==> config.mk <==
export PLATFORM = sky130hd
export DESIGN_NAME = olist_cell
export DESIGN_NICKNAME = d
export VERILOG_FILES = /design/src/design/olist_pkg.sv /design/src/design/olist_cell.sv
export SDC_FILE = /design/constraint.sdc
export NUM_CORES = 1
export LEC_CHECK = 0
export BUFFER_PORTS_ARGS = -buffer_cell sky130_fd_sc_hd__buf_4
export CAP_MARGIN = 5
export CORE_MARGIN = 2
export CORE_UTILIZATION = 45
export CTS_CLUSTER_DIAMETER = 60
export DETAILED_ROUTE_END_ITERATION = 12
export PLACE_DENSITY = 0.78
export REMOVE_ABC_BUFFERS = 1
export SYNTH_ARGS = -nofsm -noshare
export SYNTH_HDL_FRONTEND = slang
export SYNTH_SLANG_ARGS = --single-unit
==> constraint.sdc <==
create_clock -name clk -period 8 [get_ports clk]
set_input_delay 0.8 -clock clk [delete_from_list [all_inputs] [get_ports clk]]
set_output_delay 0.8 -clock clk [all_outputs]
set_load 0.05 [all_outputs]
==> src/design/olist_pkg.sv <==
// Package for the ordered list engine: field widths, codes and the cell control bundle.
// Used by olist_cell, olist_reduce, ordered_list_engine and tb_top; depends on nothing else.

package olist_pkg;

    // Default sizing
    localparam int DEFAULT_DEPTH      = 64;
    localparam int DEFAULT_ELEM_WIDTH = 32;

    // Fixed field widths on the stream ports
    localparam int CMD_W   = 3;
    localparam int POS_W   = 7;
    localparam int POSB_W  = 6;
    localparam int VALUE_W = 32;
    localparam int DATA_W  = 32;
    localparam int INDEX_W = 6;
    localparam int STAT_W  = 2;
    localparam int COUNT_W = 7;

    // Packed stream widths, rounded up to whole bytes
    localparam int IN_FIELDS_W  = POS_W + POSB_W + VALUE_W;
    localparam int IN_TDATA_W   = ((IN_FIELDS_W + 7) / 8) * 8;
    localparam int OUT_FIELDS_W = DATA_W + INDEX_W + STAT_W + COUNT_W;
    localparam int OUT_TDATA_W  = ((OUT_FIELDS_W + 7) / 8) * 8;

    // Cells per reduction group and local index width
    localparam int GSIZE  = 8;
    localparam int GIDX_W = 3;

    typedef enum logic [CMD_W-1:0] {
        CMD_PUSH   = 3'd0,
        CMD_POP    = 3'd1,
        CMD_INSERT = 3'd2,
        CMD_ERASE  = 3'd3,
        CMD_READ   = 3'd4,
        CMD_FIND   = 3'd5,
        CMD_SWAP   = 3'd6,
        CMD_CLEAR  = 3'd7
    } cmd_t;

    typedef enum logic [STAT_W-1:0] {
        ST_OK       = 2'd0,
        ST_FULL     = 2'd1,
        ST_RANGE    = 2'd2,
        ST_NOTFOUND = 2'd3
    } status_t;

    // Operation broadcast to every cell
    typedef enum logic [2:0] {
        OP_IDLE,
        OP_SCAN,
        OP_PUSH,
        OP_INSERT,
        OP_ERASE,
        OP_SWAP
    } cell_op_t;

    typedef struct packed {
        cell_op_t          op;
        logic [POS_W-1:0]  pa;
        logic [POSB_W-1:0] pb;
    } cell_ctl_t;

endpackage

==> src/design/olist_cell.sv <==
// One storage cell of the ordered list: holds a single entry and trades it with its neighbours.
// Depends on olist_pkg.

module olist_cell #(
    parameter int DEPTH      = olist_pkg::DEFAULT_DEPTH,
    parameter int ELEM_WIDTH = olist_pkg::DEFAULT_ELEM_WIDTH,
    parameter int IDX        = 0
) (
    input  logic                         clk,
    input  olist_pkg::cell_ctl_t         ctl,
    input  logic [$clog2(DEPTH+1)-1:0]   count,
    input  logic [ELEM_WIDTH-1:0]        value,
    input  logic [ELEM_WIDTH-1:0]        swap_a,
    input  logic [ELEM_WIDTH-1:0]        swap_b,
    input  logic [ELEM_WIDTH-1:0]        left,
    input  logic [ELEM_WIDTH-1:0]        right,
    output logic [ELEM_WIDTH-1:0]        entry,
    output logic                         match,
    output logic [ELEM_WIDTH-1:0]        sel_a,
    output logic [ELEM_WIDTH-1:0]        sel_b
);
    import olist_pkg::*;

    localparam int CNTW = $clog2(DEPTH + 1);
    localparam int CMPW = (CNTW > POS_W) ? CNTW : POS_W;

    logic [ELEM_WIDTH-1:0] entry_reg;
    logic [ELEM_WIDTH-1:0] entry_next;
    logic                  match_reg;
    logic [ELEM_WIDTH-1:0] sel_a_reg;
    logic [ELEM_WIDTH-1:0] sel_b_reg;
    logic                  at_pa;
    logic                  above_pa;
    logic                  at_pb;
    logic                  at_count;
    logic                  valid_here;

    // Where this cell sits relative to the broadcast positions
    assign at_pa      = CMPW'(IDX) == CMPW'(ctl.pa);
    assign above_pa   = CMPW'(IDX) >  CMPW'(ctl.pa);
    assign at_pb      = CMPW'(IDX) == CMPW'(ctl.pb);
    assign at_count   = CNTW'(IDX) == count;
    assign valid_here = CNTW'(IDX) <  count;

    // Next entry value
    always_comb
    begin
        entry_next = entry_reg;
        case (ctl.op)
            OP_PUSH:
            begin
                if (at_count)
                    entry_next = value;
            end
            OP_INSERT:
            begin
                if (at_pa)
                    entry_next = value;
                else if (above_pa)
                    entry_next = left;
            end
            OP_ERASE:
            begin
                if (at_pa || above_pa)
                    entry_next = right;
            end
            OP_SWAP:
            begin
                if (at_pa)
                    entry_next = swap_b;
                else if (at_pb)
                    entry_next = swap_a;
            end
            default:
            begin
                entry_next = entry_reg;
            end
        endcase
    end

    // Entry storage and scan results
    always_ff @(posedge clk)
    begin
        entry_reg <= entry_next;
        if (ctl.op == OP_SCAN)
        begin
            match_reg <= valid_here && (entry_reg == value);
            sel_a_reg <= at_pa ? entry_reg : '0;
            sel_b_reg <= at_pb ? entry_reg : '0;
        end
    end

    assign entry = entry_reg;
    assign match = match_reg;
    assign sel_a = sel_a_reg;
    assign sel_b = sel_b_reg;

endmodule

==> results of run 1 <==
-- path summary, 6_finish.rpt --
path | end | slack (ns) | cells after the start
max | entry[11] | 4.25 | 5
min | sel_b[2] | 0.64 | 1
max reg2reg | match | 6.11 | 4
min reg2reg | sel_b[2] | 0.64 | 1
-- kinds of logic after synthesis --
logic type,share of synthesized area [%]
DFF,48.2
muxes,0.166
AOI/OAI and AO/OA,25.5
xor gates and xnor gates,4.64
buffers and inverters,4.02
and+or+nand+nor,17.5
-- layout make-up --
cell class              instances  share of cell area, %
flip-flops and latches         97                   34.0
clock buffers                  10                   2.67
multi-input cells             414                   34.4
repair buffers                289                   25.3
well taps                     176                   2.57
clock inverters                 5                  0.950
-- layout by cell type, fill, tap and decap left out, types with 32 or more instances in the layout --
cell type                  synthesis  final
sky130_fd_sc_hd__o21ai_0          32     32
sky130_fd_sc_hd__and2_1           32     32
sky130_fd_sc_hd__a31o_2           32     32
sky130_fd_sc_hd__o22a_1           32     32
sky130_fd_sc_hd__nand2b_1         33     33
sky130_fd_sc_hd__and3_1           32     32
sky130_fd_sc_hd__nand3_1          33     33
sky130_fd_sc_hd__edfxtp_1         97     97
sky130_fd_sc_hd__a21oi_1          64     64
sky130_fd_sc_hd__buf_4             0    289
sky130_fd_sc_hd__nand2_1          33     33
-- per-stage QoR --
stage / hold WS, ns / instance area (µm²) / power, mW / worst slack [ns] / cells
final: 0.644 / 8560 / 1.26 / 4.25 / 991
after global routing: 0.664 / 8560 / 1.29 / 4.15 / 991
after CTS: 0.635 / 8560 / 1.26 / 4.30 / 991
after detailed placement: 0.620 / 8250 / 0.803 / 3.94 / 976
after global placement: 0.613 / 8250 / 0.797 / 3.96 / 976
after floorplan: 0.953 / 5800 / 0.689 / 1.84 / 511
-- routing by layer --
| metal | global-route usage (%) | up-vias |
|---|---|---|
| li1 | - | 2633 |
| met1 | 35.8 | 2803 |
| met2 | 49.8 | 381 |
| met3 | 5.94 | 49 |
| met4 | 10.4 | 0 |
| met5 | 0 | - |
-- report_power, final --
part / total [mW] / leakage [nW] / switching, mW / internal (mW)
clock: 0.462 / 0.149 / 0.190 / 0.273
sequential: 0.564 / 1.02 / 0.00193 / 0.562
combinational: 0.230 / 2.54 / 0.110 / 0.120
-- worst max-delay path, stage by stage --
cell                        delay [ns]
sky130_fd_sc_hd__buf_4            0.12
sky130_fd_sc_hd__or4_4            0.75
sky130_fd_sc_hd__nor2_4           0.83
sky130_fd_sc_hd__mux2i_1          0.26
sky130_fd_sc_hd__o2bb2ai_4        0.90
==> results.txt, run 1 <==
----------------------------------------------------
[Synth]
  Largest area contributor in the netlist ... sky130_fd_sc_hd__edfxtp_1
  Gate count of the mapped netlist ... approximately 560
  Register bit total from synthesis ... 97
  Number of synthesized flops with an enable pin ... between 90 and 100
  Most frequent cells after synthesis ... sky130_fd_sc_hd__edfxtp_1 (97), sky130_fd_sc_hd__a21oi_1 (64), sky130_fd_sc_hd__clkbuf_1 (38)
  Fraction of the yosys area taken by sequential cells ... between 40% and 50%
  Post-synthesis async set-or-reset flop share ... 0%
  Commonest register cell after synthesis ... sky130_fd_sc_hd__edfxtp_1
  Summed instance area of the synthesized netlist ... 6040 µm²
  Cell types occupying the most area after synthesis ... sky130_fd_sc_hd__edfxtp_1 (48%), sky130_fd_sc_hd__a2bb2oi_2 (7.5%), sky130_fd_sc_hd__a21oi_1 (5.3%)
  Synth Warn # ... 0
  Most numerous cell in the Yosys netlist ... sky130_fd_sc_hd__edfxtp_1
  Syn avg cell area ... approximately 11 µm²
  Share of Yosys cell area claimed by the top area cell type ... 48.2%
  Number of different library cells in the post-synthesis netlist ... 33

[STA]
  Final count of hold timing violations ... 0
  Fmax ... ~270 MHz
  Worst-margin pin slew ... about 1.1 ns
  Share of the cycle needed by the critical path after routing ... between 40% and 50%
  Post-route minimum period ... about 3.7 ns
  Worst clock skew ... between 0.008 and 0.009 ns
  Final max-slew violation count ... 0
  Setup TNS ... 0 ns
  Final setup violation count ... 0
  Max transition margin ... between 20 and 30%
  Unrepaired setup endpoints after global routing ... false

[Floorplanning]
  Height of the die ... between 100 and 150 µm
  Number of top-level pins ... between 200 and 300
  Die outline area ... 14400 µm²
  Initial cell density of the core ... a little under half
  Horizontal die dimension ... between 100 and 150 µm
  Core ar. ... 13200 µm²
  Total number of placement rows ... 42

[Global routing]
  Pin count of the biggest net entering global routing ... 70
  Initial antenna violation count ... 0
  Leftover overflow at the end of global routing ... 0
  Vias in the first global route ... 6024
  Wire length of the first global-routing pass ... 31900 µm
  GRT Overall Usage ... between 20% and 30%

[Finish]
  Final net count ... 995
  Share of layout cells above drive strength 1 ... a little under half
  Number of fill cells ... between 1k and 1.5k
  N_diodes ... 0
  End-of-flow core utilization ... roughly two thirds
  Area overhead of the layout relative to synthesis ... 41.6%
  Seq. cell area ... slightly below 3000 µm²
  Total area of multi-input combinational cells ... 2950 µm²

[Worst setup path]
  Maximum net fanout on the critical path ... 34
  Endpoint kind of the worst setup timing path ... flop
  Startpoint of the most critical setup path ... ctl[9]
  Required time of the critical path ... 7.96 ns
  Launch instance of the worst register-to-register path ... entry[24]
  Arrival time worst endpoint ... 3.70 ns
  Worst setup SP type ... input port
  Crit path kind ... input port to flop

[Pwr]
  Worst-case vdd ir drop ... approximately 130 µV
  Reported leakage power ... approximately 3.7 nW
  PD cells ... approximately 150 nW/µm²

[Run]
  Maxcap violations ... 0

[Routing]
  Final routed wire length divided by cell count ... 21.4 µm
  Top Layer Used ... met4
  Detailed-router iteration count before antenna repair ... 7
  Residual antenna-violating net count after detailed routing ... 0
  Met1 routed wirelength after detailed routing ... between 8000 and 9000 µm
  Routed wire length ... between 20000 and 25000 µm
  # DRC ... 0
  Met2 layer wire length in the routed design ... approximately 11000 µm
  Routed via count divided by cell count ... around 5.9
  Detailed-route via count ... approximately 6k
  Initial DRC count ... between 400 and 500
  Wire length on met3 ... 2040 µm

[Outcome]
  Result of the run ... finished clean

[Min path]
  Origin of the worst min-delay path ... entry[2]
  Path category of the worst min-delay check ... flop to flop

[Clock network]
  Clk sink count ... between 90 and 100
  Clock transition at the registers of the reported paths ... 0.07 ns
  Number of H-tree branching levels ... 3
  Clock latency of the later-clocked register in the worst-skew pair ... approximately 0.34 ns
  Hold buffer count at CTS ... 0
  TritonCTS Buffers ... 9
  Clock tree from TritonCTS ... yes
  Number of gates given a new drive strength after cts ... 0
  Root Buffer ... sky130_fd_sc_hd__clkbuf_16
  Clock Path Buffers ... 2
  Setup Buffers After CTS ... 0

[Place]
  Final Wtd Congestion ... 0.881
  Post-DP HPWL ... approximately 15000 µm
  IO Port Bufs ... 280

----------------------------------------------------
No activity file was read; power rests on OpenSTA's default activity.
==> run 2: changes to the inputs <==
==> constraint.sdc (replaced) <==
create_clock -name clk -period 3.85 [get_ports clk]
set_input_delay 0.385 -clock clk [delete_from_list [all_inputs] [get_ports clk]]
set_output_delay 0.385 -clock clk [all_outputs]
set_load 0.05 [all_outputs]
==> results.txt, run 2 (same netlist as run 1, synthesis figures left out) <==
----------------------------------------------------
[Finish]
  Share of layout cells above drive strength 1 ... a little under half
  Most frequent cells in the layout ... sky130_fd_sc_hd__buf_4 (294), sky130_fd_sc_hd__edfxtp_1 (97), sky130_fd_sc_hd__a21oi_1 (64)
  Total non-filler cell area in the finished layout ... 8580 µm²
  Area overhead of the layout relative to synthesis ... 42.0%
  End-of-flow core utilization ... 65.1%
  Final net count ... 1001
  N_diodes ... 0
  Number of fill cells ... approximately 1.1k
  Commonest non-fill, non-tap cell in the layout ... sky130_fd_sc_hd__buf_4
  Cell Count, Final, Fillers Out ... between 900 and 1k

[Clock network]
  TritonCTS Buffers ... 9
  Clk sink count ... 97
  Clock Path Buffers ... 2
  Hold buffer count at CTS ... 0
  Setup Buffers After CTS ... 0
  Root Buffer ... sky130_fd_sc_hd__clkbuf_16
  Number of H-tree branching levels ... 3
  Number of gates given a new drive strength after cts ... 0
  Clock transition at the registers of the reported paths ... around 0.070 ns
  Clock latency of the later-clocked register in the worst-skew pair ... 0.35 ns
  Clock tree from TritonCTS ... yes

[Global routing]
  Pin count of the biggest net entering global routing ... 65
  Initial antenna violation count ... 0
  GRT Overall Usage ... around 29%
  Wire length of the first global-routing pass ... between 30000 and 40000 µm
  Leftover overflow at the end of global routing ... 0
  Vias in the first global route ... a little under 6k

[Floorplanning]
  Horizontal die dimension ... between 100 and 150 µm
  Total number of placement rows ... between 40 and 50
  Number of top-level pins ... approximately 280
  Die outline area ... ~14000 µm²
  Height of the die ... approximately 120 µm
  Core ar. ... between 10000 and 15000 µm²
  Initial cell density of the core ... roughly 46%

[Pwr]
  Fraction of power spent switching nets ... roughly a quarter
  PD cells ... a little under 300 nW/µm²
  Worst-case vdd ir drop ... between 150 and 200 µV
  Psw ... roughly 640 µW
  Internal Power ... about 1.9 mW
  Reported leakage power ... between 3 and 4 nW
  Part of the total power dissipated in combinational logic ... 19.3%
  Sequential fraction of design power ... between 40% and 50%
  Clock Power Share ... between 30% and 40%
  Overall power after layout ... roughly 2.5 mW

[Place]
  Post-DP HPWL ... approximately 15000 µm
  IO Port Bufs ... between 200 and 300
  Setup Slack @ Placement ... about 0.83 ns
  Post-placement cell area ... a little over 8000 µm²
  Final Wtd Congestion ... 0.914
  Number of placed cells counting well taps ... around 980

[Worst setup path]
  Launch instance of the worst register-to-register path ... entry[24]
  Crit path kind ... input port to flop
  Worst setup SP type ... input port
  Startpoint of the most critical setup path ... ctl[9]
  Arrival time worst endpoint ... around 2.8 ns
  Required time of the critical path ... about 3.9 ns
  Endpoint kind of the worst setup timing path ... flop
  Maximum net fanout on the critical path ... 34

[Routing]
  Detailed-router iteration count before antenna repair ... 5
  Routed wire length ... roughly 21000 µm
  Detailed-route via count ... ~5.9k
  Final routed wire length divided by cell count ... 21.2 µm
  Routed via count divided by cell count ... around 6
  Residual antenna-violating net count after detailed routing ... 0
  # DRC ... 0
  Initial DRC count ... just over 500

[Outcome]
  Result of the run ... finished clean

[STA]
  Share of the cycle needed by the critical path after routing ... between 70 and 80%
  Post-route worst hold slack ... between 0.3 and 0.4 ns
  Setup TNS ... 0 ns
  Setup slack of the critical path after layout ... 1.15 ns
  Worst-margin pin slew ... approximately 0.86 ns
  Final count of hold timing violations ... 0
  Fmax ... approximately 370 MHz
  Final setup violation count ... 0
  Worst clock skew ... between 0.008 and 0.009 ns
  Post-route minimum period ... 2.70 ns
  Unrepaired setup endpoints after global routing ... false
  Max transition margin ... about 42%
  Final max-slew violation count ... 0

[Min path]
  Path category of the worst min-delay check ... input port to flop
  Origin of the worst min-delay path ... value[8]

[Run]
  Maxcap violations ... 0

----------------------------------------------------
-- run 2: cell count changes in the layout (fill, tap and decap cells not counted), sizes merged --
cell | before | now
bufinv | 2 | 0
buf | 289 | 295
clkbuf | 10 | 11
clkinvlp | 1 | 2
inv | 0 | 1
-- run 2: worst paths after layout --
| kind | end | slack [ns] | depth (start not counted) |
|---|---|---|---|
| max | entry[7] | 1.15 | 7 |
| max reg2reg | match | 2.06 | 4 |
| min reg2reg | sel_b[22] | 0.63 | 1 |
| min | entry[8] | 0.34 | 2 |
-- run 2: metal layers --
| metal | part of all wire (%) | vias to the layer above | GRT usage, % |
|---|---|---|---|
| met5 | 0 | - | 0 |
| met4 | 2.9 | 0 | 11.2 |
| met3 | 8.2 | 49 | 4.47 |
| met2 | 49 | 370 | 48.4 |
| met1 | 40 | 2808 | 37.4 |
| li1 | - | 2653 | - |
-- run 2: power groups by stage --
stage	clock, mW	combinational, mW	sequential [mW]
5_1_grt	0.885	0.516	1.17
3_3_place_gp	0	0.465	1.20
2_1_floorplan	0	0.212	1.22
4_1_cts	0.856	0.480	1.17
3_5_place_dp	0	0.478	1.20
6_report	0.845	0.484	1.17
-- run 2: critical path, cell delays in order --
cell and delay, ns:
sky130_fd_sc_hd__buf_4 0.12, sky130_fd_sc_hd__or4_4 0.76, sky130_fd_sc_hd__nor2_4 0.38, sky130_fd_sc_hd__buf_4 0.36, sky130_fd_sc_hd__a21o_1 0.18, sky130_fd_sc_hd__o2bb2ai_4 0.32
sky130_fd_sc_hd__buf_12 0.24
-- run 2: layout make-up --
cell class / instances / area [µm²] / area share, %
Clock inverter: 5 / 41.3 / 0.481
Clock buffer: 11 / 233 / 2.71
Multi-Input combinational cell: 414 / 2950 / 34.3
Tap cell: 176 / 220 / 2.57
Sequential cell: 97 / 2910 / 33.9
Timing Repair Buffer: 295 / 2230 / 26.0
