==> config.mk <==
export PLATFORM = sky130hd
export DESIGN_NAME = olist_reduce
export DESIGN_NICKNAME = d
export VERILOG_FILES = /design/src/design/olist_pkg.sv /design/src/design/olist_reduce.sv
export SDC_FILE = /design/constraint.sdc
export NUM_CORES = 1
export LEC_CHECK = 0
export ABC_AREA = 0
export ABC_CLOCK_PERIOD_IN_PS = 1700
export BUFFER_PORTS_ARGS = -buffer_cell sky130_fd_sc_hd__buf_2
export CORE_AREA = 2 2 233 235
export DETAILED_ROUTE_END_ITERATION = 7
export DIE_AREA = 0 0 235 237
export GPL_ROUTABILITY_DRIVEN = 0
export PLACE_DENSITY = 0.31
export SETUP_SLACK_MARGIN = 0.5
export SYNTH_ARGS = -nofsm -noshare
export SYNTH_HDL_FRONTEND = slang
export SYNTH_SLANG_ARGS = --single-unit
==> constraint.sdc <==
create_clock -name clk -period 1.7 [get_ports clk]
set_clock_uncertainty 0.15 [all_clocks]
set_input_delay 0.255 -clock clk [delete_from_list [all_inputs] [get_ports clk]]
set_output_delay 0.255 -clock clk [all_outputs]
set_load 0.01 [all_outputs]
==> src/design/olist_pkg.sv <==
// Package for the ordered list engine: field widths, codes and the cell control bundle.
// Used by olist_cell, olist_reduce, ordered_list_engine and tb_top; depends on nothing else.

package olist_pkg;

    // Default sizing
    localparam int DEFAULT_DEPTH      = 64;
    localparam int DEFAULT_ELEM_WIDTH = 32;

    // Fixed field widths on the stream ports
    localparam int CMD_W   = 3;
    localparam int POS_W   = 7;
    localparam int POSB_W  = 6;
    localparam int VALUE_W = 32;
    localparam int DATA_W  = 32;
    localparam int INDEX_W = 6;
    localparam int STAT_W  = 2;
    localparam int COUNT_W = 7;

    // Packed stream widths, rounded up to whole bytes
    localparam int IN_FIELDS_W  = POS_W + POSB_W + VALUE_W;
    localparam int IN_TDATA_W   = ((IN_FIELDS_W + 7) / 8) * 8;
    localparam int OUT_FIELDS_W = DATA_W + INDEX_W + STAT_W + COUNT_W;
    localparam int OUT_TDATA_W  = ((OUT_FIELDS_W + 7) / 8) * 8;

    // Cells per reduction group and local index width
    localparam int GSIZE  = 8;
    localparam int GIDX_W = 3;

    typedef enum logic [CMD_W-1:0] {
        CMD_PUSH   = 3'd0,
        CMD_POP    = 3'd1,
        CMD_INSERT = 3'd2,
        CMD_ERASE  = 3'd3,
        CMD_READ   = 3'd4,
        CMD_FIND   = 3'd5,
        CMD_SWAP   = 3'd6,
        CMD_CLEAR  = 3'd7
    } cmd_t;

    typedef enum logic [STAT_W-1:0] {
        ST_OK       = 2'd0,
        ST_FULL     = 2'd1,
        ST_RANGE    = 2'd2,
        ST_NOTFOUND = 2'd3
    } status_t;

    // Operation broadcast to every cell
    typedef enum logic [2:0] {
        OP_IDLE,
        OP_SCAN,
        OP_PUSH,
        OP_INSERT,
        OP_ERASE,
        OP_SWAP
    } cell_op_t;

    typedef struct packed {
        cell_op_t          op;
        logic [POS_W-1:0]  pa;
        logic [POSB_W-1:0] pb;
    } cell_ctl_t;

endpackage

==> src/design/olist_reduce.sv <==
// Registered reduction over one group of cells: first match and the two selected entries.
// Depends on olist_pkg.

module olist_reduce #(
    parameter int ELEM_WIDTH = olist_pkg::DEFAULT_ELEM_WIDTH
) (
    input  logic                                          clk,
    input  logic                                          en,
    input  logic [olist_pkg::GSIZE-1:0]                   match,
    input  logic [olist_pkg::GSIZE-1:0][ELEM_WIDTH-1:0]   a_in,
    input  logic [olist_pkg::GSIZE-1:0][ELEM_WIDTH-1:0]   b_in,
    output logic                                          any,
    output logic [olist_pkg::GIDX_W-1:0]                  idx,
    output logic [ELEM_WIDTH-1:0]                         a_out,
    output logic [ELEM_WIDTH-1:0]                         b_out
);
    import olist_pkg::*;

    logic                  any_reg;
    logic [GIDX_W-1:0]     idx_reg;
    logic [ELEM_WIDTH-1:0] a_reg;
    logic [ELEM_WIDTH-1:0] b_reg;
    logic [GIDX_W-1:0]     idx_c;
    logic [ELEM_WIDTH-1:0] a_c;
    logic [ELEM_WIDTH-1:0] b_c;

    // Lowest matching cell wins; selected entries are one-hot so OR them
    always_comb
    begin
        idx_c = '0;
        a_c   = '0;
        b_c   = '0;
        for (int i = GSIZE - 1; i >= 0; i--)
        begin
            if (match[i])
                idx_c = GIDX_W'(i);
            a_c = a_c | a_in[i];
            b_c = b_c | b_in[i];
        end
    end

    always_ff @(posedge clk)
    begin
        if (en)
        begin
            any_reg <= |match;
            idx_reg <= idx_c;
            a_reg   <= a_c;
            b_reg   <= b_c;
        end
    end

    assign any   = any_reg;
    assign idx   = idx_reg;
    assign a_out = a_reg;
    assign b_out = b_reg;

endmodule

==> metrics.txt, run 1 <==
status complete, but fails checks; failing checks hold timing; Max-slew headroom 0.689; via count approximately 5,200; DRT antenna net count 0; CP cell instances buf_6; crit path DAT 970 ps; die area between 50,000 and 60,000 sq um; Top Family by Delay on Critical Path flip-flops; sw frac 0.268; Crit Path Category register to primary output; Slew Limit Fails 0; Synth cell types 12; Int Pwr approximately 3500 uW; Reg clk slew, reported paths 70 ps; crit path max-delay cell type edfxtp_1; syn avg cell area 11.6 sq um; Ports 590; CTS Buffer Depth 2; GRT Total Usage 0.0766; mean routed wirelength per cell 13.7 um; Leak around 0.0036 uW; Synth Cell Area ~3200 sq um; PortBufs approximately 590; CP startpoint kind register; Tmin final 1370 ps; first-pass GRT wire length 30,800 um; DR vias/cell between 3 and 4; number of synthesized register bits between 60 and 70; Hold Path Class input port to register; largest net degree at the start of global routing 35; final wirelength 22,500 um; Final Setup Violations 0; maximum VDD drop between 0.4 and 0.5 mV; # rows 85; clock buffer count from CTS 9; Net Count, Synth ~800; final period utilization 0.807; H-tree levels 3; setup TNS 0 ps; fmax ~730 MHz; initial core utilization 0.0594; Die W between 200 and 250 um; P_sw approximately 1300 uW; NumNets Final 1,457; Root Driver clkbuf_16; DR DRC count 0; Core Area 53,300 sq um; yosys warns 0; RSZ-0062 raised after global routing true; worst hold slack -6.13 ps; CTS tree built; grt total ovfl 0; CP bufs+invs 1; Die Y about 240 um; Worst Max-Slew Pin Slew approximately 460 ps; First-pass DRT Iterations 4; post-synthesis cell count about 270; area delta synth->final 162%; Fin. Hold Viols 5; Max Cap Viol 0; diode count 0; power density cells around 600 nW/um^2; commonest non-fill, non-tap cell in the layout buf_2; initial antenna violation count 3; Comb pwr share 0.231; Clock power frac 0.365; initial drt markers ~120; commonest cells after routing, fill and taps aside buf_2, nor4_1, edfxtp_1; vias in the first global route approximately 5,500; sequential power share 0.404; share of cells above drive strength 1 0.690; CP Capture Type primary output; Detail Placement HPWL ~19,000 um; max incr delay on CP about 440 ps; CP Data Required Time approximately 1300 ps; clock sink count between 60 and 70; register area share after synthesis 0.646; maximum fanout along the worst path 1
==> final timing paths <==
path | endpoint | slack (ps) | start | cells past startpoint
min | a_out[17]$_DFFE_PP_ | -6 | a_in[113] | 3
max | b_out[26] | 330 | b_out[26]$_DFFE_PP_ | 1
==> per-stage QoR <==
| step | instances | total power, uW | area (sq um) | util | setup WS [ps] |
|---|---|---|---|---|---|
| floorplan | 273 | 2110 | 3160 | - | 648 |
| global placement | 1561 | 2930 | 7030 | 0.132 | 303 |
| detailed placement | 1561 | 2930 | 7030 | 0.132 | 286 |
| CTS | 1629 | 4940 | 7880 | 0.148 | 226 |
| global route | 1634 | 5160 | 8280 | 0.155 | 240 |
| finish | 1634 | 4840 | 8280 | 0.155 | 328 |
==> area by class of cell <==
type	instances	area, sq um
clock inverter	4	18.8
fill	6019	45000
multi-input combinational	204	1420
timing repair buffer	651	3690
sequential	68	2040
clock buffer	10	229
inverter	1	3.75
tap	696	871
==> power by group through the flow <==
stage	sequential [uW]	clock, uW	combinational (uW)
global placement	1990	0	938
floorplan	2040	0	65.0
finish	1960	1770	1120
global route	1970	1980	1210
detailed placement	1990	0	937
CTS	1960	1930	1050
==> routing by layer <==
| layer | track usage | part of all wire | vias up |
|---|---|---|---|
| met1 | 0.0689 | 0.32 | 2308 |
| met4 | 0.0364 | 0.036 | 2 |
| met2 | 0.141 | 0.53 | 334 |
| li1 | - | - | 2479 |
| met3 | 0.0403 | 0.12 | 39 |
| met5 | 0 | 0.00058 | - |
==> kinds of logic (layout without fill, tap and decap cells) <==
| family | Yosys count | after routing | synth area share |
|---|---|---|---|
| AOI/OAI and AO/OA | 5 | 5 | 0.0107 |
| buffers and inverters | 1 | 666 | 0.00119 |
| DFF | 68 | 68 | 0.646 |
| and+or+nand+nor | 199 | 199 | 0.343 |
==> synthesized netlist by cell type <==
cell	count	area, sq um
nand2_1	65	244
o21ai_0	1	5.00
nor2b_1	2	12.5
a21oi_1	1	5.00
inv_1	1	3.75
nor4_2	1	12.5
a211oi_1	1	7.51
nor2_1	2	7.51
edfxtp_1	68	2040
o21bai_1	1	7.51
o41ai_1	1	8.76
nor4_1	129	807
==> what timing repair did <==
action	in CTS	in global routing
endpoints found under the hold margin	61	48
pin swaps	0	12
resized for setup	18	60
buffers inserted	0	0
cloned	0	0
setup endpoints to repair	68	105
hold buffers	54	5
Power figures use the tool's default switching activity.
==> run 2: changes to the inputs <==
--- a/config.mk
+++ b/config.mk
@@ -6,13 +6,13 @@
 export NUM_CORES = 1
 export LEC_CHECK = 0
 export ABC_AREA = 0
-export ABC_CLOCK_PERIOD_IN_PS = 1700
+export ABC_CLOCK_PERIOD_IN_PS = 1400
 export BUFFER_PORTS_ARGS = -buffer_cell sky130_fd_sc_hd__buf_2
-export CORE_AREA = 2 2 233 235
+export CORE_AREA = 2 2 228 230
 export DETAILED_ROUTE_END_ITERATION = 7
-export DIE_AREA = 0 0 235 237
+export DIE_AREA = 0 0 230 232
 export GPL_ROUTABILITY_DRIVEN = 0
-export PLACE_DENSITY = 0.31
+export PLACE_DENSITY = 0.32
 export SETUP_SLACK_MARGIN = 0.5
 export SYNTH_ARGS = -nofsm -noshare
 export SYNTH_HDL_FRONTEND = slang
==> constraint.sdc (replaced) <==
create_clock -name clk -period 1.4 [get_ports clk]
set_clock_uncertainty 0.15 [all_clocks]
set_input_delay 0.21 -clock clk [delete_from_list [all_inputs] [get_ports clk]]
set_output_delay 0.21 -clock clk [all_outputs]
set_load 0.01 [all_outputs]
==> run 2 against run 1 <==
Against the previous run:
- the run still ends with hold timing left
- non-clock buffer count fell by 58
- final cell count fell by 4.5%
- die area fell by 4.2%
- critical path depth did not move
- wire length rose by 3.6%
- count of clock-buffer cells in the layout rose by 2
- total power rose by 26%
- critical endpoint is now a_out[18]
==> metrics.txt, run 2 (synthesis gave the netlist of run 1 again) <==
Detail Placement HPWL 21,000 um (was 19,100 um); DP Worst Slack 92.9 ps (was 286 ps); P_sw 1740 uW (was 1300 uW); Tmin final 1360 ps; final period utilization 0.969; DRT antenna net count 0 (unchanged); area delta synth->final 183% (was 162%); DR vias/cell 3.16 (about the same); Worst Hold Depth 3 (unchanged); CP cell instances buf_2 (was buf_6); placed insts 1,546 (was 1,561); PortBufs 589 (unchanged); max incr delay on CP 460 ps (was 440 ps); Top Family by Delay on Critical Path flip-flops (unchanged); mean routed wirelength per cell 14.9 um (was 13.7 um); Die Y 232 um (was 237 um); CP Capture Type primary output (unchanged); H-tree levels 3 (unchanged); Fin. Hold Viols 61 (was 5); Root Driver clkbuf_16 (unchanged); worst hold slack -41.6 ps (was -6.13 ps); Final Setup Violations 0 (unchanged); Hold Crit Start b_in[148] (was a_in[113]); via count 4,940 (was 5,162); grt total ovfl 0 (unchanged); die area 53,400 sq um (was 55,700 sq um); sequential power share 0.394 (was 0.404); initial antenna violation count 2 (was 3); clock buffer count from CTS 9 (unchanged); Comb pwr share 0.257 (was 0.231); crit path DAT 1000 ps (was 970 ps); First-pass DRT Iterations 4 (unchanged); RSZ-0062 raised after global routing true (unchanged); Leak 0.00351 uW (was 0.00363 uW); initial drt markers 73 (was 117); NumNets Final 1,399 (was 1,457); largest net degree at the start of global routing 38 (was 35); CP Data Required Time 1040 ps (was 1290 ps); crit path max-delay cell type edfxtp_1 (unchanged); commonest non-fill, non-tap cell in the layout buf_2 (unchanged); Int Pwr 4350 uW (was 3550 uW); first-pass GRT wire length 32,200 um (was 30,800 um); Max Cap Viol 0 (unchanged); Reg area 2040 sq um (unchanged); status complete, but fails checks (unchanged); maximum fanout along the worst path 1 (unchanged); Setup WS post-layout 43.1 ps (was 328 ps); Worst Hold Endpoint b_out[20]$_DFFE_PP_ (was a_out[17]$_DFFE_PP_); # rows 83 (was 85); commonest cells after routing, fill and taps aside buf_2, edfxtp_1, nor4_4 (was buf_2, nor4_1, edfxtp_1); Max-slew headroom 0.729 (was 0.689); failing checks hold timing (unchanged); clock sink count 68 (unchanged); share of cells above drive strength 1 0.832 (was 0.690); Reg clk slew, reported paths 60 ps (was 70 ps); fmax around 740 MHz; maximum VDD drop 0.504 mV (was 0.435 mV); GRT Total Usage 0.0848 (was 0.0766); vias in the first global route 5,389 (was 5,468); CP bufs+invs 1 (unchanged); CTS Buffer Depth 2 (unchanged); DR DRC count 0 (unchanged); Hold Path Class input port to register (unchanged); initial core utilization 0.0622 (was 0.0594); diode count 0 (unchanged); Fill cells 5,702 (was 6,019); Worst Max-Slew Pin Slew 404 ps (was 462 ps); Slew Limit Fails 0 (unchanged); CP startpoint kind register (unchanged); Clock power frac 0.349 (was 0.365); power density cells 680 nW/um^2 (was 585 nW/um^2); area of the multi-input gates 2510 sq um (was 1420 sq um); Ports 590 (unchanged); Crit Path Category register to primary output (unchanged); Die W 230 um (was 235 um); final wirelength 23,300 um (was 22,500 um); sw frac 0.285 (was 0.268); Core Area 50,900 sq um (was 53,300 sq um); CTS tree built (unchanged); non-filler cells, final 1,561 (was 1,634)
-- run 2: changes by cell type in the layout (fill, tap and decap cells not counted), sizes merged --
cell / change
clkinvlp: +1
clkbuf: +2
dlymetal6s4s: -10
buf: +1
dlygate4sd3: -49
clkinv: -2
-- run 2: how the worst max path moves through the flow --
| stage | cells past startpoint | end | start |
|---|---|---|---|
| floorplan | 2 | any$_DFFE_PP_ | match[5] |
| global placement | 3 | b_out[4]$_DFFE_PP_ | b_in[196] |
| detailed placement | 3 | b_out[17]$_DFFE_PP_ | b_in[241] |
| CTS | 1 | b_out[24] | b_out[24]$_DFFE_PP_ |
| global route | 1 | b_out[24] | b_out[24]$_DFFE_PP_ |
| finish | 1 | a_out[18] | a_out[18]$_DFFE_PP_ |
-- run 2: power by group through the flow --
stage               clock network (uW)  logic, uW  registers [uW]
CTS                               2340       1580            2400
global placement                     0       1500            2420
global route                      2380       1680            2410
finish                            2130       1570            2400
detailed placement                   0       1510            2420
floorplan                            0        176            2480
-- run 2: layer usage --
metal | GRT usage | wire length (um) | share of wire | vias to the layer above
met5 | 0 | 10 | 0.00043 | -
met4 | 0.0214 | 263 | 0.011 | 2
met3 | 0.0361 | 2350 | 0.10 | 14
met2 | 0.168 | 13000 | 0.56 | 329
met1 | 0.0789 | 7640 | 0.33 | 2228
li1 | - | - | - | 2367
-- run 2: stage by stage --
| step | util | hold WS [ps] | power (uW) | setup TNS (ps) | instance area [sq um] |
|---|---|---|---|---|---|
| final | 0.176 | -41.6 | 6090 | 0 | 8960 |
| after global routing | 0.176 | -72.9 | 6480 | -44.6 | 8960 |
| after CTS | 0.175 | -84.9 | 6330 | -59.4 | 8890 |
| after detailed placement | 0.165 | 326 | 3940 | 0 | 8400 |
| after global placement | 0.165 | 326 | 3930 | 0 | 8400 |
| after floorplan | - | 172 | 2650 | 0 | 4550 |
-- run 2: tightest hold or removal path, stage by stage --
cell     delay (ps)
buf_2            80
nor4_2           30
nand2_1          40
-- run 2: area by class of cell --
cell class | count | area share
timing repair buffer | 593 | 0.368
multi-input combinational | 204 | 0.280
sequential | 68 | 0.228
tap | 680 | 0.0950
clock buffer | 12 | 0.0264
clock inverter | 3 | 0.00168
inverter | 1 | 0.000419
-- run 2: what timing repair did --
action	4_1_cts	5_1_grt
setup endpoints to repair	68	69
hold endpoints to repair	65	64
buffers inserted	0	0
resized for setup	44	12
==> run 3: changes to the inputs <==
--- a/config.mk
+++ b/config.mk
@@ -8,11 +8,12 @@
 export ABC_AREA = 0
 export ABC_CLOCK_PERIOD_IN_PS = 1400
 export BUFFER_PORTS_ARGS = -buffer_cell sky130_fd_sc_hd__buf_2
-export CORE_AREA = 2 2 228 230
+export CORE_AREA = 2 2 232 234
 export DETAILED_ROUTE_END_ITERATION = 7
-export DIE_AREA = 0 0 230 232
+export DIE_AREA = 0 0 234 236
 export GPL_ROUTABILITY_DRIVEN = 0
 export PLACE_DENSITY = 0.32
+export RECOVER_POWER = 100
 export SETUP_SLACK_MARGIN = 0.5
 export SYNTH_ARGS = -nofsm -noshare
 export SYNTH_HDL_FRONTEND = slang
==> run 3 against run 2 <==
Against the previous run:
- the flow still finishes with violations (hold timing)
- critical path depth unchanged
- sequential share of layout area increased by 2.5 points
- sequential power about the same
- design area decreased by 9.8%
- clock power increased by 13%
- wire length decreased by 4.1%
- total power about the same
- fmax increased by 3.1%
- final cell count increased by 0.96%
- critical endpoint is now a_out[8]
==> metrics.txt, run 3 (synthesis gave the netlist of run 1 again) <==
first-pass GRT wire length 30,400 um (was 32,200 um); commonest cells after routing, fill and taps aside buf_2, edfxtp_1, nand2_1 (was buf_2, edfxtp_1, nor4_4); CP Data Required Time 1040 ps (about the same); sw frac 0.280 (was 0.285); DP Worst Slack 112 ps (was 92.9 ps); RSZ-0062 raised after global routing true (unchanged); grt total ovfl 0 (unchanged); Hold Crit Start b_in[146] (was b_in[148]); Reg clk slew, reported paths 70 ps (was 60 ps); Leak 0.00322 uW (was 0.00351 uW); Comb pwr share 0.216 (was 0.257); diode count 0 (unchanged); CTS tree built (unchanged); non-filler cells, final 1,576 (was 1,561); largest net degree at the start of global routing 37 (was 38); CP startpoint a_out[8]$_DFFE_PP_ (was a_out[18]$_DFFE_PP_); Int Pwr 4390 uW (was 4350 uW); die area 55,200 sq um (was 53,400 sq um); placed insts 1,560 (was 1,546); CTS Buffer Depth 2 (unchanged); met3 Use GR 0.0349 (was 0.0361); maximum VDD drop 0.494 mV (was 0.504 mV); Crit Path Category register to primary output (unchanged); CP startpoint kind register (unchanged); mean routed wirelength per cell 14.2 um (was 14.9 um); M1 GR Usage 0.0721 (was 0.0789); status complete, but fails checks (unchanged); Tmin final 1320 ps (was 1360 ps); Max-slew headroom 0.315 (was 0.729); Post-CTS Setup Bufs 0 (unchanged); Setup WS post-layout 84.1 ps (was 43.1 ps); Die Y 236 um (was 232 um); CP bufs+invs 1 (unchanged); PortBufs 589 (unchanged); # rows 85 (was 83); clock buffer count from CTS 9 (unchanged); DR DRC count 0 (unchanged); Fin. Hold Viols 64 (was 61); Slew Limit Fails 0 (unchanged); Worst Hold Endpoint b_out[18]$_DFFE_PP_ (was b_out[20]$_DFFE_PP_); First-pass DRT Iterations 4 (unchanged); maximum fanout along the worst path 1 (unchanged); Fill cells 6,087 (was 5,702); most used routing layer met2 (unchanged); CP cell instances buf_2 (unchanged); Root Driver clkbuf_16 (unchanged); NumNets Final 1,397 (was 1,399); Hold Path Class input port to register (unchanged); share of cells above drive strength 1 0.707 (was 0.832); Worst Hold Depth 3 (unchanged); CP Capture Type primary output (unchanged); Core Area 53,100 sq um (was 50,900 sq um); max incr delay on CP 420 ps (was 460 ps); Worst Max-Slew Pin Slew 1030 ps (was 404 ps); vias in the first global route 5,246 (was 5,389); Ports 590 (unchanged); final period utilization 0.940 (was 0.969); initial core utilization 0.0596 (was 0.0622); worst hold slack -49.7 ps (was -41.6 ps); sequential power share 0.390 (was 0.394); Tot Pwr 6100 uW (was 6090 uW); DRT antenna net count 0 (unchanged); DR vias/cell 3.14 (was 3.16); failing checks hold timing (unchanged); initial antenna violation count 1 (was 2); Detail Placement HPWL 19,900 um (was 21,000 um); clock sink count 68 (unchanged); commonest non-fill, non-tap cell in the layout buf_2 (unchanged); area delta synth->final 155% (was 183%); GR Util met2 0.148 (was 0.168); fmax 760 MHz (was 737 MHz); setup TNS 0 ps (unchanged); Die W 234 um (was 230 um); power density cells 755 nW/um^2 (was 680 nW/um^2); initial drt markers 128 (was 73); crit path DAT 960 ps (was 1000 ps); final wirelength 22,300 um (was 23,300 um); Max Cap Viol 0 (unchanged); Top Family by Delay on Critical Path flip-flops (unchanged); Clock power frac 0.394 (was 0.349); via count 4,948 (was 4,940); P_sw 1710 uW (was 1740 uW); GRT Total Usage 0.0773 (was 0.0848); crit path max-delay cell type edfxtp_1 (unchanged); H-tree levels 3 (unchanged); Final Setup Violations 0 (unchanged)
-- run 3: cell count changes in the layout (fill, tap and decap cells not counted), sizes merged --
cell	previous run	this run
clkinv	2	4
clkbuf	12	80
clkinvlp	1	2
buf	593	520
bufinv	0	1
-- run 3: layout make-up --
cell class	instances	area (sq um)	area share
clock buffer	9	225	0.0279
sequential	68	2040	0.253
clock inverter	7	67.6	0.00836
inverter	1	3.75	0.000465
tap	696	871	0.108
multi-input combinational	204	1970	0.244
timing repair buffer	591	2900	0.359
-- run 3: power by group through the flow --
stage	clock [uW]	sequential, uW	combinational (uW)
6_report	2400	2380	1320
5_1_grt	2710	2390	1430
4_1_cts	2640	2390	1570
3_5_place_dp	0	2420	1500
3_3_place_gp	0	2420	1490
2_1_floorplan	0	2480	176
-- run 3: routing by layer --
metal	part of all wire	up-vias
met1	0.34	2259
met4	0.014	2
met5	0.00058	-
met2	0.54	301
met3	0.11	21
li1	-	2365
-- run 3: how the worst max path moves through the flow --
stage	to	slack, ps	cells after the start
after floorplan	any$_DFFE_PP_	460	2
after global placement	a_out[22]$_DFFE_PP_	80	3
after detailed placement	a_out[22]$_DFFE_PP_	110	3
after CTS	a_out[8]	-9	1
after global routing	a_out[8]	0.4	1
final	a_out[8]	80	1
-- run 3: per-stage QoR --
stage | hold slack, ps | util | instance area, sq um
after floorplan | 172 | - | 4550
after global placement | 327 | 0.158 | 8410
after detailed placement | 328 | 0.158 | 8410
after CTS | -98.9 | 0.168 | 8930
after global routing | -83.2 | 0.152 | 8080
final | -49.7 | 0.152 | 8080
-- run 3: repair_timing --
item                                    in CTS  in global routing
gates resized for setup                     50                  1
endpoints found under the hold margin       66                 65
endpoints found under the setup margin      68                 68
